===== src/sv/sdf_pkg.sv =====
`default_nettype none

package sdf_pkg;

  // Field widths of the two channels and the configuration register.
  localparam int BYTE_W   = 8;
  localparam int LEN_W    = 6;
  localparam int INDEX_W  = 5;
  localparam int HLEN_W   = 8;
  localparam int COUNT_W  = 6;

  // A frame carries at most this many payload bytes, whatever the store depth.
  localparam int RUN_LIMIT = 32;

  localparam int PAYLOAD_DEPTH_DEF = 32;

  localparam logic [BYTE_W-1:0] START_CODE    = 8'hCA;
  localparam logic [LEN_W-1:0]  MAX_LENGTH_RST = 6'd32;

  typedef enum logic [2:0] {
    ST_HUNT     = 3'd0,
    ST_OPCODE   = 3'd1,
    ST_LENGTH   = 3'd2,
    ST_DATA     = 3'd3,
    ST_CHECK    = 3'd4,
    ST_EMIT_RD  = 3'd5,
    ST_EMIT_OUT = 3'd6
  } sdf_state_t;

  // Commands from the controller to the datapath.
  typedef struct packed {
    logic frame_clear;
    logic take_opcode;
    logic take_length;
    logic take_data;
    logic emit_start;
    logic mem_read;
    logic emit_next;
  } sdf_cmd_t;

  // Status from the datapath to the controller.
  typedef struct packed {
    logic start_seen;
    logic data_reject;
    logic data_final;
    logic sum_match;
    logic emit_last;
  } sdf_stat_t;

endpackage

`default_nettype wire


===== src/sv/sdf_rx_if.sv =====
`default_nettype none

interface sdf_rx_if
  import sdf_pkg::*;
();
  logic              valid;
  logic              ready;
  logic [BYTE_W-1:0] rx_byte;

  modport source (output valid, output rx_byte, input ready);
  modport sink   (input valid, input rx_byte, output ready);
endinterface

`default_nettype wire


===== src/sv/sdf_frame_if.sv =====
`default_nettype none

interface sdf_frame_if
  import sdf_pkg::*;
();
  logic               valid;
  logic               ready;
  logic [BYTE_W-1:0]  frame_opcode;
  logic [LEN_W-1:0]   frame_length;
  logic [BYTE_W-1:0]  payload_byte;
  logic [INDEX_W-1:0] byte_index;
  logic               last_byte;

  modport source (output valid, output frame_opcode, output frame_length,
                  output payload_byte, output byte_index, output last_byte,
                  input ready);
  modport sink   (input valid, input frame_opcode, input frame_length,
                  input payload_byte, input byte_index, input last_byte,
                  output ready);
endinterface

`default_nettype wire


===== src/sv/sdf_ctrl.sv =====
`default_nettype none

module sdf_ctrl
  import sdf_pkg::*;
(
  input  wire logic      clk,
  input  wire logic      rst_n,
  input  wire logic      in_valid,
  output logic           in_ready,
  output logic           out_valid,
  input  wire logic      out_ready,
  input  wire sdf_stat_t stat,
  output sdf_cmd_t       cmd
);

  sdf_state_t state_r;
  sdf_state_t state_nxt;
  logic       acc;
  logic       out_take;

  always_ff @(posedge clk) begin
    if (!rst_n) begin
      state_r <= ST_HUNT;
    end else begin
      state_r <= state_nxt;
    end
  end

  always_comb begin
    in_ready  = (state_r inside {ST_HUNT, ST_OPCODE, ST_LENGTH, ST_DATA, ST_CHECK});
    out_valid = (state_r == ST_EMIT_OUT);
  end

  assign acc      = in_valid && in_ready;
  assign out_take = out_valid && out_ready;

  // Next state.
  always_comb begin
    state_nxt = state_r;
    case (state_r)
      ST_HUNT: begin
        if (acc && stat.start_seen) state_nxt = ST_OPCODE;
      end
      ST_OPCODE: begin
        if (acc) state_nxt = ST_LENGTH;
      end
      ST_LENGTH: begin
        if (acc) state_nxt = ST_DATA;
      end
      ST_DATA: begin
        if (acc) begin
          if (stat.data_reject) state_nxt = ST_HUNT;
          else if (stat.data_final) state_nxt = ST_CHECK;
        end
      end
      ST_CHECK: begin
        if (acc) state_nxt = stat.sum_match ? ST_EMIT_RD : ST_HUNT;
      end
      ST_EMIT_RD: begin
        state_nxt = ST_EMIT_OUT;
      end
      ST_EMIT_OUT: begin
        if (out_take) state_nxt = stat.emit_last ? ST_HUNT : ST_EMIT_RD;
      end
      default: begin
        state_nxt = ST_HUNT;
      end
    endcase
  end

  // Datapath commands.
  always_comb begin
    cmd = '0;
    case (state_r)
      ST_HUNT:     cmd.frame_clear = acc && stat.start_seen;
      ST_OPCODE:   cmd.take_opcode = acc;
      ST_LENGTH:   cmd.take_length = acc;
      ST_DATA:     cmd.take_data   = acc && !stat.data_reject;
      ST_CHECK:    cmd.emit_start  = acc && stat.sum_match;
      ST_EMIT_RD:  cmd.mem_read    = 1'b1;
      ST_EMIT_OUT: cmd.emit_next   = out_take && !stat.emit_last;
      default:     cmd = '0;
    endcase
  end

endmodule

`default_nettype wire


===== src/sv/sdf_dp.sv =====
`default_nettype none

module sdf_dp
  import sdf_pkg::*;
#(
  parameter int PAYLOAD_DEPTH = PAYLOAD_DEPTH_DEF
) (
  input  wire logic               clk,
  input  wire logic               rst_n,
  input  wire logic               cfg_we,
  input  wire logic [LEN_W-1:0]   cfg_wdata,
  input  wire logic [BYTE_W-1:0]  rx_byte,
  input  wire sdf_cmd_t           cmd,
  output sdf_stat_t               stat,
  output logic [BYTE_W-1:0]       frame_opcode,
  output logic [LEN_W-1:0]        frame_length,
  output logic [BYTE_W-1:0]       payload_byte,
  output logic [INDEX_W-1:0]      byte_index,
  output logic                    last_byte
);

  // Frames longer than the run limit are never kept, so the store needs no more.
  localparam int STORE_DEPTH = (PAYLOAD_DEPTH < RUN_LIMIT) ? PAYLOAD_DEPTH : RUN_LIMIT;
  localparam int ADDR_W      = (STORE_DEPTH > 1) ? $clog2(STORE_DEPTH) : 1;
  localparam logic [LEN_W-1:0]   LIMIT_CAP = LEN_W'(STORE_DEPTH);
  localparam logic [COUNT_W-1:0] STORE_TOP = COUNT_W'(STORE_DEPTH);

  logic [LEN_W-1:0]   max_length_r;
  logic [BYTE_W-1:0]  held_opcode_r;
  logic [HLEN_W-1:0]  held_length_r;
  logic [COUNT_W-1:0] byte_count_r;
  logic [BYTE_W-1:0]  running_sum_r;
  logic [INDEX_W-1:0] idx_r;
  logic [BYTE_W-1:0]  rd_data_r;
  logic [BYTE_W-1:0]  store_mem [STORE_DEPTH];

  logic [LEN_W-1:0]   limit;

  always_comb begin
    limit = (max_length_r > LIMIT_CAP) ? LIMIT_CAP : max_length_r;
    stat.start_seen  = (rx_byte == START_CODE);
    stat.data_reject = ({2'b00, byte_count_r} >= held_length_r) ||
                       (held_length_r > {2'b00, limit});
    stat.data_final  = (({2'b00, byte_count_r} + 8'd1) == held_length_r);
    stat.sum_match   = (running_sum_r == rx_byte);
    stat.emit_last   = (({3'b000, idx_r} + 8'd1) == held_length_r);
  end

  always_ff @(posedge clk) begin
    if (!rst_n) begin
      max_length_r  <= MAX_LENGTH_RST;
      held_opcode_r <= '0;
      held_length_r <= '0;
      byte_count_r  <= '0;
      running_sum_r <= '0;
      idx_r         <= '0;
    end else begin
      if (cfg_we) max_length_r <= cfg_wdata;
      if (cmd.frame_clear) begin
        held_length_r <= '0;
        byte_count_r  <= '0;
        running_sum_r <= '0;
      end
      if (cmd.take_opcode) held_opcode_r <= rx_byte;
      if (cmd.take_length) held_length_r <= rx_byte;
      if (cmd.take_data) begin
        running_sum_r <= running_sum_r + rx_byte;
        byte_count_r  <= byte_count_r + 6'd1;
      end
      if (cmd.emit_start) idx_r <= '0;
      else if (cmd.emit_next) idx_r <= idx_r + 5'd1;
    end
  end

  // Payload store: one write port from the parser, one registered read port for emission.
  always_ff @(posedge clk) begin
    if (cmd.take_data && (byte_count_r < STORE_TOP)) begin
      store_mem[byte_count_r[ADDR_W-1:0]] <= rx_byte;
    end
    if (cmd.mem_read) begin
      rd_data_r <= store_mem[idx_r[ADDR_W-1:0]];
    end
  end

  always_comb begin
    frame_opcode = held_opcode_r;
    frame_length = held_length_r[LEN_W-1:0];
    payload_byte = rd_data_r;
    byte_index   = idx_r;
    last_byte    = stat.emit_last;
  end

endmodule

`default_nettype wire


===== src/sv/start_code_frame_deframer_unit.sv =====
`default_nettype none

// Channel     Dir   Beat contents
// in_rx       in    rx_byte: one received byte of the serial stream
// out_frame   out   frame_opcode, frame_length, payload_byte, byte_index, last_byte
// cfg_*       in    max_length, written when cfg_we is high
//
// The parser accepts a byte every cycle while it is hunting or collecting a
// frame. After a good checksum the input stops and the payload is replayed
// from the store, each beat first read from the store and then presented,
// and held while out_frame stalls. Synchronous active-low reset puts the
// parser back to hunting for the start code and max_length back to 32.

module start_code_frame_deframer_unit
  import sdf_pkg::*;
#(
  parameter int PAYLOAD_DEPTH = PAYLOAD_DEPTH_DEF
) (
  input  wire logic             clk,
  input  wire logic             rst_n,
  sdf_rx_if.sink                in_rx,
  sdf_frame_if.source           out_frame,
  input  wire logic             cfg_we,
  input  wire logic [LEN_W-1:0] cfg_wdata
);

  sdf_cmd_t  cmd;
  sdf_stat_t stat;

  // The controller owns the parse phase and the emission sequence; the
  // datapath holds the frame header, the running checksum and the payload store.
  sdf_ctrl u_ctrl (
    .clk       (clk),
    .rst_n     (rst_n),
    .in_valid  (in_rx.valid),
    .in_ready  (in_rx.ready),
    .out_valid (out_frame.valid),
    .out_ready (out_frame.ready),
    .stat      (stat),
    .cmd       (cmd)
  );

  sdf_dp #(
    .PAYLOAD_DEPTH (PAYLOAD_DEPTH)
  ) u_dp (
    .clk          (clk),
    .rst_n        (rst_n),
    .cfg_we       (cfg_we),
    .cfg_wdata    (cfg_wdata),
    .rx_byte      (in_rx.rx_byte),
    .cmd          (cmd),
    .stat         (stat),
    .frame_opcode (out_frame.frame_opcode),
    .frame_length (out_frame.frame_length),
    .payload_byte (out_frame.payload_byte),
    .byte_index   (out_frame.byte_index),
    .last_byte    (out_frame.last_byte)
  );

endmodule

`default_nettype wire

===== src/flat_wrapper.sv =====
// flat-port wrapper written by rule: the top's interface ports become plain ports
module start_code_frame_deframer_unit_flat import sdf_pkg::*;
#(
  parameter int PAYLOAD_DEPTH = PAYLOAD_DEPTH_DEF
)
  (clk, rst_n, cfg_we, cfg_wdata, in_rx_valid, in_rx_rx_byte, in_rx_ready, out_frame_valid, out_frame_frame_opcode, out_frame_frame_length, out_frame_payload_byte, out_frame_byte_index, out_frame_last_byte, out_frame_ready);
  sdf_rx_if in_rx_i ();
  sdf_frame_if out_frame_i ();
  input  wire logic clk;
  input  wire logic rst_n;
  input  wire logic cfg_we;
  input  wire logic [LEN_W-1:0] cfg_wdata;
  input wire logic [$bits(in_rx_i.valid)-1:0] in_rx_valid;
  input wire logic [$bits(in_rx_i.rx_byte)-1:0] in_rx_rx_byte;
  output wire logic [$bits(in_rx_i.ready)-1:0] in_rx_ready;
  output wire logic [$bits(out_frame_i.valid)-1:0] out_frame_valid;
  output wire logic [$bits(out_frame_i.frame_opcode)-1:0] out_frame_frame_opcode;
  output wire logic [$bits(out_frame_i.frame_length)-1:0] out_frame_frame_length;
  output wire logic [$bits(out_frame_i.payload_byte)-1:0] out_frame_payload_byte;
  output wire logic [$bits(out_frame_i.byte_index)-1:0] out_frame_byte_index;
  output wire logic [$bits(out_frame_i.last_byte)-1:0] out_frame_last_byte;
  input wire logic [$bits(out_frame_i.ready)-1:0] out_frame_ready;
  assign in_rx_i.valid = in_rx_valid;
  assign in_rx_i.rx_byte = in_rx_rx_byte;
  assign in_rx_ready = in_rx_i.ready;
  assign out_frame_valid = out_frame_i.valid;
  assign out_frame_frame_opcode = out_frame_i.frame_opcode;
  assign out_frame_frame_length = out_frame_i.frame_length;
  assign out_frame_payload_byte = out_frame_i.payload_byte;
  assign out_frame_byte_index = out_frame_i.byte_index;
  assign out_frame_last_byte = out_frame_i.last_byte;
  assign out_frame_i.ready = out_frame_ready;
  start_code_frame_deframer_unit #(.PAYLOAD_DEPTH(PAYLOAD_DEPTH)) u_core (.clk(clk), .rst_n(rst_n), .in_rx(in_rx_i), .out_frame(out_frame_i), .cfg_we(cfg_we), .cfg_wdata(cfg_wdata));
endmodule

===== config.mk =====
export PLATFORM = sky130hd
export DESIGN_NAME = start_code_frame_deframer_unit_flat
export DESIGN_NICKNAME = d
export VERILOG_FILES = /design/src/sv/sdf_pkg.sv /design/src/sv/sdf_rx_if.sv /design/src/sv/sdf_frame_if.sv /design/src/sv/sdf_ctrl.sv /design/src/sv/sdf_dp.sv /design/src/sv/start_code_frame_deframer_unit.sv /design/src/flat_wrapper.sv
export SDC_FILE = /design/constraint.sdc
export NUM_CORES = 1
export LEC_CHECK = 0
export BUFFER_PORTS_ARGS = -buffer_cell sky130_fd_sc_hd__buf_2
export CAP_MARGIN = 20
export CORE_MARGIN = 2
export CORE_UTILIZATION = 56
export CTS_CLUSTER_SIZE = 25
export DETAILED_ROUTE_END_ITERATION = 10
export HOLD_SLACK_MARGIN = 0.06
export PLACE_DENSITY_LB_ADDON = 0.1
export SLEW_MARGIN = 25
export SYNTH_ARGS = -nofsm -noshare
export SYNTH_HDL_FRONTEND = slang
export SYNTH_HIERARCHICAL = 1
export SYNTH_SLANG_ARGS = --single-unit

===== constraint.sdc =====
create_clock -name clk -period 2.96 [get_ports clk]
set_input_delay 0.444 -clock clk [delete_from_list [all_inputs] [get_ports clk]]
set_output_delay 0.444 -clock clk [all_outputs]
set_load 0.02 [all_outputs]

# == After elaboration in Yosys (flattened, before gate mapping) ==
# Memory sizes are Yosys's and may differ from the RTL's. A register that Yosys moved wholly into a read port is not among the register bits.
# Cells that the tools add are included.
# word_totals
input_bits,19
memories,1
elab_cells,77
regBits,44
mem_bits_rw,256
# mem_list
memory,depth,width,rd,rd_ports_with_merged_regs,write_ports,line,source
u_core.u_dp.store_mem,32,8,1,1,1,sdf_dp.sv:35,logic [BYTE_W-1:0] store_mem [STORE_DEPTH];
# classes
n_eq_ne,17
n_mux,26
n_bitwise,1
n_reduce_logical,16
magnitude_cmp,4
n_addsub,5
# ops
op,count
two-way mux 3 bit,10
two-way mux 8 bit,3
case mux 3 bit (7 select lines),1
two-way mux 6 bit,3
== test 3 bit (second input constant),3
two-way mux 1 bit,9
adder 8 bit,1
== test 6 x 8 -> 1 bit,1
== test 7 x 8 -> 1 bit,1
== test 8 bit,1
== test 8 bit (second input constant),1
greater-or-equal comparator 6 x 8 -> 1 bit,1
greater-than comparator 8 x 6 -> 1 bit,1
inequality test 2 bit (second input constant),4
adder 6 x 1 -> 7 bit (second input constant),1
logical AND 1 bit,7
AND reduction 7 bit,1
adder 5 x 1 -> 6 bit (second input constant),1
adder 6 x 1 -> 6 bit (second input constant),1
== test 3 x 2 -> 1 bit (second input constant),2
greater-than comparator 6 bit (second input constant),1
less-than comparator 6 bit (second input constant),1
adder 5 x 1 -> 5 bit (second input constant),1
nonzero test 5 bit,1
9 further kinds,12

# == Logic depth before layout (Yosys ltp) ==
# logic_depth
ltp_word,10
ltp_mapped,14
depth_no_buf,14

# == Modules after synthesis ==
# The synthesis kept the hierarchy.
# by_module_without_submodules
module,area_per_inst_um2,cells_each,n_inst,seq_area_each_um2
sdf_dp,12962.4,827,1,8748.4
sdf_ctrl,324.1,42,1,60.1

# == Least setup slack after synthesis ==
# No wires, ideal clock.
# synth_timing
kind,reg2reg
from,reg u_core.u_dp.max_length_r[5]
to,mem u_core.u_dp.store_mem[10][0] (enable)
path_buffers,0
stages_incl_launch_ff,13
period_less_slack_ns,3.142
setup_slack_ns,-0.182
t_arrival_ns,2.772
cell_sequence,dfxtp_1 > inv_1 > nand2_1 > ha_1 > nor2b_1 > o21ai_0 > a21oi_1 > a2111oi_0 > o21ai_0 > and4b_1 > nor2b_1 > nand2_1 > nor2_1
# synth_rtl
item,line,source
"start, declared",sdf_dp.sv:28,logic [LEN_W-1:0] max_length_r;
"start signal, assigned",sdf_dp.sv:58,if (cfg_we) max_length_r <= cfg_wdata;
"end, declared",sdf_dp.sv:35,

==> flow_summary.json <==
{
  "hp-class": "primary input to register",
  "irDropWorstVdd_mv": 0.4318,
  "final_util_pct": 66.98,
  "worst-path-buf-inv": 3,
  "cts.path.max_buffers": 3,
  "synth_fp_nets": 913,
  "synthAdderAreaFrac_pct": 2.411,
  "multi_input_area_sq_um": 4509,
  "synth_top_family_by_area": "multiplexers",
  "synth-main-ff-cell": "edfxtp_1",
  "synth.cell_area_sq_um": 13290,
  "startpoint_type": "register",
  "tightest_slew_ns": 0.6877,
  "p_seq_share_pct": 51.3,
  "ant_nets": 0,
  "antenna_cells": 0,
  "cts.sinks": 308,
  "synth_cells": 869,
  "slew-limit-headroom_pct": 54.15,
  "finClkSkew_ns": 0.01262,
  "drive_gt1_share_pct": 29.59,
  "fin_cells": 1299,
  "io_pins": 49,
  "cts.clk_slew.worst_paths_ns": 0.06,
  "critical_path.slowest_cell": "dfxtp_4",
  "coreArea_sq_um": 23400,
  "crit_chain": "inv_1 -> ha_1 -> o2111ai_2 -> o21ai_2 -> nor4_2 -> o21ai_1 -> and4b_2 -> nor2b_4 -> buf_12 -> nand2_8 -> buf_12 -> nor2_4",
  "cpLargestDelayFamily": "simple AND/OR/NAND/NOR gates",
  "grtUsageTotal_pct": 26.07,
  "drtPass1Iterations": 5,
  "cts_tree": "yes",
  "yosys.area_share.simple_pct": 8.466,
  "fillers": 1637,
  "clk_latency_ns": 0.55,
  "p_clk_share_pct": 46.2,
  "critPathCaptureType": "register",
  "internal-power_mw": 7.411,
  "setup_ws_ns": 0.07811,
  "synth_compound_area_share_pct": 7.006,
  "grt_max_degree": 110,
  "h-tree-depth": 1,
  "fp.dieW_um": 158.0,
  "viasPerCell": 6.133,
  "clockRootBuffer": "clkbuf_16",
  "dieHeight_um": 158.0,
  "max-cap-violations": 0,
  "p_sw_share_pct": 19.49,
  "async_flop_share_pct": 0,
  "row_count": 56,
  "ys_types": 62,
  "dr_total_vias": 7967,
  "dpl.cell_count": 1237,
  "placed_area_sq_um": 14290,
  "antenna_found_initial": 0,
  "min_period_over_period_pct": 97.36,
  "route.detailed.drc": 0,
  "place.gp.congestion": 0.9528,
  "p_per_area_nw_per_um2": 587.3,
  "crit_fanout": 8,
  "worst_path_largest_cell_delay_ns": 0.38,
  "final_cell_mix": "edfxtp_1 (264), buf_4 (54), buf_2 (47), mux2i_1 (42), nor2b_1 (40)",
  "drt-total-wl_um": 32200,
  "leakage_nw": 5.130,
  "final_common_cell": "edfxtp_1",
  "final_nets": 1000,
  "yosysWarnings": 6,
  "postSynthAreaPerCell_sq_um": 15.29,
  "finalSetupViolations": 0,
  "cp.arrival_ns": 3.11,
  "status": "complete, no violations",
  "cp_data_required_time_ns": 3.19,
  "area_growth_pct": 17.97,
  "synth.area.mux_share_pct": 11.47,
  "drt-wirelength-per-cell_um": 24.79,
  "hold_viol_final": 0,
  "layout_min_cycle_time_ns": 2.882,
  "drtIter0Drc": 604,
  "p_total_mw": 9.205,
  "dieArea_sq_um": 24970,
  "crit_type": "register to register",
  "place_ws_ns": -0.2678,
  "cts_buffers": 30,
  "p_comb_share_pct": 2.5,
  "start_util_pct": 56.77,
  "seq_area_sq_um": 8826,
  "grt_overflow": 0,
  "crit_top_cell": "buf_12",
  "finish.instance_area_sq_um": 15670,
  "whs_ns": 0.1245,
  "io_buffer_count": 48,
  "synth_edf_count": 264,
  "setup-tns-final_ns": 0,
  "max_freq_mhz": 347.0,
  "drv_slew": 0,
  "ys_seq_elements": 308,
  "grt_first_pass_wirelength_um": 47620,
  "hpwl_um": 20960,
  "p_sw_mw": 1.795,
  "synthXorXnorAreaFrac_pct": 1.252,
  "grt_pass1_vias": 8071,
  "ys_seq_area_share_pct": 66.30
}
## power by group through the flow
stage	Combinational, mW	Sequential, mW	Clock, mW
3_3_place_gp	0.216	4.81	0
6_report	0.231	4.72	4.25
4_1_cts	0.219	4.72	4.32
3_5_place_dp	0.218	4.81	0
5_1_grt	0.249	4.72	4.48
2_1_floorplan	0.0785	4.82	0
## routing by layer
layer | part of all wire [%] | track usage (%) | routed length [um]
met1 | 40 | 34.07 | 12950
met5 | 0 | 0 | 0
met3 | 6.8 | 4.982 | 2176
met2 | 49 | 43.79 | 15880
met4 | 3.7 | 9.567 | 1196
## sequential cells by signal, summed over array words and instances (netlist names)
name and cells:
u_core/u_dp/running_sum_r 8, u_core/u_dp/payload_byte 8, u_core/u_dp/frame_opcode 8, u_core/u_dp/byte_index 5
u_core/u_ctrl/state_r 3, u_core/u_dp/store_mem 256, u_core/u_dp/held_length_r 8, u_core/u_dp/byte_count_r 6
u_core/u_dp/max_length_r 6
## cell type report
cell class	instances	area share, %
Clock inverter	23	2.219
Inverter	10	0.2395
Tap cell	319	2.546
Clock buffer	33	4.997
Sequential cell	308	56.31
Timing Repair Buffer	108	4.917
Multi-Input combinational cell	498	28.77
## cells in the mapped netlist (all sizes together) (8+ instances only)
cell type	n	area, sq um
mux4	32	743.2
inv	10	37.54
nor2b	42	262.8
nand2	33	123.9
buf	37	310.3
ha	24	300.3
nor2	54	202.7
xnor2	10	87.58
nor3b	11	87.58
xor2	9	78.83
o22ai	17	106.4
mux2i	42	420.4
a22oi	16	120.1
nor3	12	60.06
a21oi	29	145.1
a211oi	14	105.1
nand3	18	90.09
o21ai	23	115.1
a221oi	8	70.07
nand2b	8	50.05
edfxtp	264	7928
dfxtp	44	880.8
mux2	32	360.4
a2111oi	10	100.1
clkbuf	16	63.81
## path summary, 6_finish.rpt
path | startpoint | end | slack [ns] | cells after the start
hold reg to reg | u_core/u_dp/running_sum_r[5] | u_core/u_dp/running_sum_r[5] | 0.49 | 2
setup / recovery | u_core/u_dp/held_length_r[2] | u_core/u_dp/store_mem[9][1] | 0.08 | 12
setup reg to reg | u_core/u_dp/held_length_r[2] | u_core/u_dp/store_mem[9][1] | 0.08 | 12
hold / removal | cfg_wdata[5] | u_core/u_dp/max_length_r[5] | 0.12 | 3
## tightest hold or removal path, delay by kind of cell
kind / cells / cell delay, ns
buf+inv: 1 / 0.08
compound gates: 1 / 0.07
simple gates: 1 / 0.04
## logic make-up (layout without fill, tap and decap cells)
group / after synthesis / after routing
multiplexers: 106 / 106
adder cells (fa/ha/maj): 25 / 25
AND/OR/NAND/NOR: 210 / 210
flip-flops: 308 / 308
AO/OA/AOI/OAI: 138 / 138
buffers and inverters: 63 / 174
XOR/XNOR: 19 / 19
## what timing repair did
action / CTS / global route
setup endpoints to repair: 259 / 263
pin swaps: 10 / 15
setup buffers: 1 / 5
hold buffers: 0 / 0
resized for setup: 7 / 34
No activity file was read; power rests on OpenSTA's default activity.
